**config.mk**
```make
export PLATFORM = sky130hd
export DESIGN_NAME = clp_fifo
export DESIGN_NICKNAME = d
export VERILOG_FILES = /design/src/sv/clp_pkg.sv /design/src/sv/clp_fifo.sv
export VERILOG_INCLUDE_DIRS = /design/src /design/src/sv
export SDC_FILE = /design/constraint.sdc
export NUM_CORES = 1
export LEC_CHECK = 0
export BUFFER_PORTS_ARGS = -buffer_cell sky130_fd_sc_hd__buf_2
export CAP_MARGIN = 10
export CORE_MARGIN = 2
export CORE_UTILIZATION = 43
export CTS_BUF_LIST = sky130_fd_sc_hd__clkbuf_16
export CTS_CLUSTER_DIAMETER = 30
export DETAILED_ROUTE_END_ITERATION = 12
export PLACE_DENSITY = 0.66
export SYNTH_ARGS = -nofsm -noshare
export SYNTH_HDL_FRONTEND = slang
export SYNTH_SLANG_ARGS = --single-unit
```
**constraint.sdc**
```tcl
create_clock -name clk_i -period 4.6 [get_ports clk_i]
set_input_delay 0.46 -clock clk_i [delete_from_list [all_inputs] [get_ports clk_i]]
set_output_delay 0.46 -clock clk_i [all_outputs]
set_load 0.01 [all_outputs]
```
**src/sv/assert_macros.svh**
```systemverilog
// Assertion macros for the projection core RTL.
`ifndef ASSERT_MACROS_SVH
`define ASSERT_MACROS_SVH

// Property must hold at every rising clock edge outside reset.
`define CLP_ASSERT(lbl, prop, msg) \
  lbl: assert property (@(posedge clk_i) disable iff (!rst_ni) (prop)) else $error(msg);

// Condition must never be seen outside reset.
`define CLP_ASSERT_NEVER(lbl, cond, msg) \
  lbl: assert property (@(posedge clk_i) disable iff (!rst_ni) !(cond)) else $error(msg);

`endif

```
**src/sv/clp_pkg.sv**
```systemverilog
// Shared widths, types, reset values and helpers for the lens projection core.
package clp_pkg;

  localparam int COORD_BITS     = 21;
  localparam int COORD_FRAC     = 8;
  localparam int AXIS_FRAC_BITS = 14;
  localparam int AXIS_W         = AXIS_FRAC_BITS + 2;
  localparam int D_W            = COORD_BITS + 1;
  localparam int P_W            = AXIS_W + D_W;
  localparam int U_W            = P_W + 2;
  localparam int SQ_W           = 2 * D_W;
  localparam int S_W            = SQ_W + 2;
  localparam int R_W            = S_W + 2 * AXIS_FRAC_BITS;
  localparam int N_W            = (R_W + 1) / 2;
  localparam int DEN_W          = (N_W > U_W ? N_W : U_W) + 1;
  localparam int DD_W           = DEN_W + 1;
  localparam int A_W            = COORD_BITS + 1;
  localparam int NUM_W          = A_W + U_W;
  localparam int Q_W            = COORD_BITS;
  localparam int CMP_W          = (NUM_W > DEN_W + Q_W) ? NUM_W : DEN_W + Q_W;
  localparam int VP_W           = 3 * COORD_BITS;
  localparam int AX_REG_W       = 3 * AXIS_W;
  localparam int CFG_W          = (VP_W > AX_REG_W) ? VP_W : AX_REG_W;
  localparam int CFG_IDX_W      = 3;
  localparam int FIFO_DEPTH     = 4;
  localparam int FIFO_AW        = 2;

  typedef enum logic [1:0] {
    LENS_PERSP   = 2'd0,
    LENS_ORTHO   = 2'd1,
    LENS_FISHEYE = 2'd2,
    LENS_BUBBLE  = 2'd3
  } lens_e;

  typedef enum logic [CFG_IDX_W-1:0] {
    CFG_LENS  = 3'd0,
    CFG_RIGHT = 3'd1,
    CFG_UP    = 3'd2,
    CFG_VIEW  = 3'd3,
    CFG_VP    = 3'd4,
    CFG_FOCAL = 3'd5
  } cfg_idx_e;

  localparam logic [AXIS_W-1:0] AXIS_ONE     = AXIS_W'(1) << AXIS_FRAC_BITS;
  localparam logic [AXIS_W-1:0] AXIS_ZERO    = '0;
  localparam logic [AXIS_W-1:0] AXIS_RIGHT_Z = AXIS_W'(15) << (AXIS_FRAC_BITS - 4);
  localparam logic [AX_REG_W-1:0] RIGHT_RST  = {AXIS_ONE, AXIS_ZERO, AXIS_RIGHT_Z};
  localparam logic [AX_REG_W-1:0] UP_RST     = {AXIS_ZERO, AXIS_ONE, AXIS_ZERO};
  localparam logic [AX_REG_W-1:0] VIEW_RST   = {AXIS_ZERO, AXIS_ZERO, AXIS_ONE};
  localparam logic [COORD_BITS-1:0] FOCAL_RST = COORD_BITS'(1) << COORD_FRAC;

  // classified item handed from front to back
  typedef struct packed {
    lens_e                 mode;
    logic signed [U_W-1:0] u;
    logic signed [U_W-1:0] v;
    logic signed [U_W-1:0] w;
    logic [S_W-1:0]        s;
  } item_t;

  typedef struct packed {
    item_t          it;
    logic [R_W-1:0] rem;
    logic [N_W-1:0] root;
  } sq_t;

  typedef struct packed {
    logic                  ortho;
    logic                  degen;
    logic                  flip;
    logic                  uneg;
    logic                  upos;
    logic                  vneg;
    logic                  vpos;
    logic [DEN_W-1:0]      den;
    logic [A_W-1:0]        a;
    logic [U_W-1:0]        umag;
    logic [U_W-1:0]        vmag;
    logic [COORD_BITS-1:0] ou;
    logic [COORD_BITS-1:0] ov;
  } pre_t;

  typedef struct packed {
    logic                  ortho;
    logic                  degen;
    logic                  flip;
    logic                  uneg;
    logic                  upos;
    logic                  vneg;
    logic                  vpos;
    logic [DEN_W-1:0]      den;
    logic [CMP_W-1:0]      remu;
    logic [CMP_W-1:0]      remv;
    logic [Q_W:0]          qu;
    logic [Q_W:0]          qv;
    logic [COORD_BITS-1:0] ou;
    logic [COORD_BITS-1:0] ov;
  } dv_t;

  // saturate a magnitude with sign to the signed coordinate range
  function automatic logic [COORD_BITS-1:0] sat_out(input logic neg, input logic big,
                                                    input logic [Q_W:0] m);
    logic [Q_W:0] maxp;
    maxp = (Q_W+1)'((1 << (COORD_BITS - 1)) - 1);
    if (neg) begin
      if (big || m > maxp + (Q_W+1)'(1)) return {1'b1, {(COORD_BITS-1){1'b0}}};
      return COORD_BITS'((Q_W+1)'(0) - m);
    end
    if (big || m > maxp) return {1'b0, {(COORD_BITS-1){1'b1}}};
    return m[COORD_BITS-1:0];
  endfunction

endpackage

```
**src/sv/clp_fifo.sv**
```systemverilog
// Short queue of classified items between front and back.
module clp_fifo import clp_pkg::*; (
  input  logic  clk_i,
  input  logic  rst_ni,
  input  logic  push_i,
  input  item_t data_i,
  input  logic  pop_i,
  output item_t data_o,
  output logic  full_o,
  output logic  valid_o
);

  `include "assert_macros.svh"

  item_t              mem_q [FIFO_DEPTH];
  logic [FIFO_AW-1:0] wp_q, rp_q;
  logic [FIFO_AW:0]   count_q;

  assign full_o  = (count_q == (FIFO_AW+1)'(FIFO_DEPTH));
  assign valid_o = (count_q != '0);
  assign data_o  = mem_q[rp_q];

  always_ff @(posedge clk_i or negedge rst_ni) begin
    if (!rst_ni) begin
      wp_q    <= '0;
      rp_q    <= '0;
      count_q <= '0;
    end else begin
      if (push_i) wp_q <= wp_q + 1'b1;
      if (pop_i) rp_q <= rp_q + 1'b1;
      if (push_i && !pop_i) count_q <= count_q + 1'b1;
      else if (!push_i && pop_i) count_q <= count_q - 1'b1;
    end
  end

  always_ff @(posedge clk_i) begin
    if (push_i) mem_q[wp_q] <= data_i;
  end

  `CLP_ASSERT(a_count_range, count_q <= (FIFO_AW+1)'(FIFO_DEPTH), "queue count overrun")
  `CLP_ASSERT_NEVER(a_pop_empty, pop_i && count_q == '0, "pop from empty queue")
  `CLP_ASSERT(a_push_count, push_i && !pop_i |=> count_q == $past(count_q) + 1'b1,
              "queue count did not follow push")

endmodule

```
==> summary by stage <==
GRT
Entering global routing, the biggest net connects 79 pins. After global routing the overflow that remains totals 0. The initial antenna violation count is 3. The via count of the first global-routing pass is ~13000. Global routing consumed, over all layers together, 17.7% of the routing resources. The first global-routing pass estimated just under 80 mm of wire.

Routing
The detail route stage leaves a number of antenna-violating nets equal to 0. After detailed routing, no signal wire sits above met4. The number of iterations in the first detailed-routing pass is 5.

The met1 routed wirelength after detailed routing is around 21 mm. In the final routed layout, each cell accounts on average for 21.7 um. Detailed routing placed a total of 3.56 mm of wire on met3. In the routed design, unresolved DRC markers number 0.

The via count of the routed design is around 12000. The number of vias per cell after detailed routing is between 5 and 6. After detailed routing, the met2 layer carries ~26 mm of wire. For this block, the routed nets add up to slightly above 50 mm of wire.

The number of violations reported at the end of detailed-routing iteration 0 is 762.

Hold path
The path with the worst hold slack has its endpoint at mem_q[1][62]$_DFFE_PP_. In this run the most critical hold path is launched from data_i[62]. The worst hold path class is primary input to register.

Counting instances, the worst hold path has a depth of 1.

Place
The detailed placer's ending HPWL is 28.5 mm. The congestion estimate from routability-driven global placement came to approximately 0.73. The number of placed instances with taps included is around 2000. The number of buffer cells added on primary ports is ~340.

STA
The final critical delay including setup and external delays is approximately 3.3 ns. The maximum clock frequency is between 0.3 and 0.4 GHz. The accumulated negative setup slack is 0 ns. At the pin with the least slew margin, the transition time is 0.962 ns.

The final setup violation count is 0. The worst path uses a little under three quarters of the clock period. Setup repair after global routing left no endpoint under its margin. The count of final max-slew check failures came to 0.

The worst relative slew slack is 35.9%. The number of endpoints with negative hold slack in the final report is 0. The worst-case clock skew is between 0.015 and 0.02 ns.

Clocking
The post-CTS resize count is 0. The maximum level of the CTS H-tree is 3. The root buffer cell is clkbuf_16.

The clock insertion delay at the later pin of the skew report is between 0.6 and 0.7 ns. The clock tree buffer depth is 3. The setup fix buffers added after clock tree synthesis is 0. The clock-pin slew of the registers on the worst-case setup and hold paths is about 0.050 ns. The TritonCTS clock tree is built.

The clock buffer count from CTS is 116. Counting every sink on the clock net gives 679.

Floorplanning
The standard-cell row count is 87. For this configuration, the core starts out at a cell density of 43.6%. The die outline height is 243 um. The core area is around 56000 um2. The I/O pin total is between 300 and 400. The width of the die is between 200 and 250 um. The total die area is around 59000 um2.

Logic synthesis
Sequential cells were found to cover just over 80% of the synthesized design area. The share of synthesized area in the top cell type comes to 82.0%. The area of the mapped netlist is 24600 um2. Summing the areas of all compound-gate instances in the mapped netlist gives less than 1% of the synthesized area. Counting every net in the synthesized netlist gives between 1000 and 1500. After synthesis, the largest family of logic cells by area is multiplexers. The most area-hungry cell type in the Yosys netlist is edfxtp_1. In this run, synthesis produced a sequential element count of approximately 680.

The post-synthesis mux area share is 15.4%. After Yosys synthesis, and, or, nand and nor cells account for less than 1% of the synthesized area. Averaged over all synthesized cells, the footprint is roughly 27 um2. Synthesis handed over a netlist of 912 instances. The count of distinct cell types in the synthesized netlist is 19. By area the synthesized netlist is led by edfxtp_1, mux4_2, dfrtp_1. During synthesis, Yosys emitted a total of 0 warnings.

The post-synthesis xor/xnor area fraction is less than 1%. The synthesized netlist devotes less than 1% of its cell area to adder and majority cells.

Setup path
STA puts the critical path data required time at 4.14 ns. The largest fanout on the critical path is 50. The launch point of the worst reg-to-reg path is wp_q[1]$_DFFE_PN0P_. The worst setup path is captured at an output pin.

The worst setup slack for register-to-register paths is approximately 2.3 ns. The classification of the worst setup path is register to output pin. The critical path startpoint category is a register. The arrival time at the worst endpoint is 2.82 ns.

For the worst flop-to-flop path, the logic depth is 4. The worst register-to-register path ends at mem_q[1][66]$_DFFE_PP_.

Power
The worst voltage drop across the vdd grid is slightly above 0.0004 V. The power density over the cells is slightly below 700 nW/um2. In this run the static leakage power is 11.5 nW.

Finish
After the flow finishes, the layout carries non-filler instances totaling approximately 2400. Cells with a size suffix above 1 make up 45.2% of the layout. The library cell used most frequently in the layout, excluding fill and tap cells, is edfxtp_1. Relative to the synthesized area, the layout overhead comes to 33.4%.

The net total in the final layout is approximately 1700. In the layout the commonest cells are edfxtp_1, buf_2, mux4_2.

Outcome
The run finished with clean final reports.

Job
The number of max-cap violations is 0.
==> cell usage after synthesis <==
cell      number
xor2_1         4
nor3b_1        1
mux2_2         1
or3_1          1
nand2_1        2
xnor2_1        2
clkbuf_1       5
and2_1         4
dfrtp_1        7
buf_6         12
fa_1           1
buf_4          1
mux4_2       168
ha_1           5
edfxtp_1     672
nor2_1         1
o21ai_0        1
buf_2         20
inv_1          4
==> worst max-delay path by stage <==
stage                        startpoint  slack, ns                     to  cells after the start
floorplan           wp_q[0]$_DFFE_PN0P_       1.48  mem_q[2][0]$_DFFE_PP_                      3
global placement    rp_q[0]$_DFFE_PN0P_       1.90             data_o[91]                      3
detailed placement  rp_q[0]$_DFFE_PN0P_       1.90             data_o[91]                      3
CTS                 rp_q[0]$_DFFE_PN0P_       1.17             data_o[91]                      3
global route        rp_q[0]$_DFFE_PN0P_       1.06             data_o[91]                      3
finish              rp_q[0]$_DFFE_PN0P_       1.32             data_o[91]                      3
==> flip-flops by register name, indices dropped and copies added (netlist names) <==
register,cells
count_q,3
mem_q,672
rp_q,2
wp_q,2
==> per-layer routing <==
| metal | global-route usage (%) | vias up |
|---|---|---|
| met2 | 29.8 | 451 |
| met1 | 21.9 | 6268 |
| met5 | 0 | - |
| met3 | 4.74 | 92 |
| met4 | 7.06 | 0 |
| li1 | - | 5223 |
==> repair_timing <==
action / in CTS / in global routing
hold endpoints to repair: 610 / 0
setup endpoints to repair: 0 / 0
hold buffers: 157 / 0
==> worst max-delay path: stages, from the launching register on <==
cell	delay [ns]
dfrtp_4	0.92
buf_12	0.44
mux4_2	0.60
buf_2	0.17
==> report_power, final <==
| part | total, mW | leakage (nW) | switching (mW) | internal [mW] |
|---|---|---|---|---|
| Sequential | 8.54 | 6.25 | 0.447 | 8.10 |
| Combinational | 5.41 | 3.33 | 2.88 | 2.53 |
| Clock | 8.39 | 1.91 | 2.94 | 5.46 |
==> cell families (layout without fill, tap and decap cells) <==
group	after synthesis	count (layout)
other cells	0	2
mux	169	169
xor+xnor	6	6
simple gates	9	9
compound gates	1	1
flops	679	679
fa+ha+maj	6	6
buf+inv	42	739
==> metrics by stage <==
| step | hold slack, ns | worst slack [ns] | util [%] | cell area (um2) | total power [mW] |
|---|---|---|---|---|---|
| after floorplan | 0.164 | 1.48 | - | 24600 | 12.0 |
| after global placement | 0.311 | 1.90 | 48.4 | 27300 | 14.0 |
| after detailed placement | 0.315 | 1.90 | 48.4 | 27300 | 14.1 |
| after CTS | 0.000136 | 1.17 | 58.1 | 32800 | 22.6 |
| after global routing | 0.0106 | 1.06 | 58.1 | 32800 | 23.3 |
| final | 0.0498 | 1.32 | 58.1 | 32800 | 22.3 |
==> final cells by class <==
class	instances	area [um2]
sequential	679	20400
clock buffer	118	2950
timing repair buffer	519	3590
tap	756	946
fill	4047	23600
multi-input combinational	191	4000
clock inverter	98	985
inverter	4	15.0
antenna	2	5.00
Note: power is estimated with default switching activity, not from simulation.
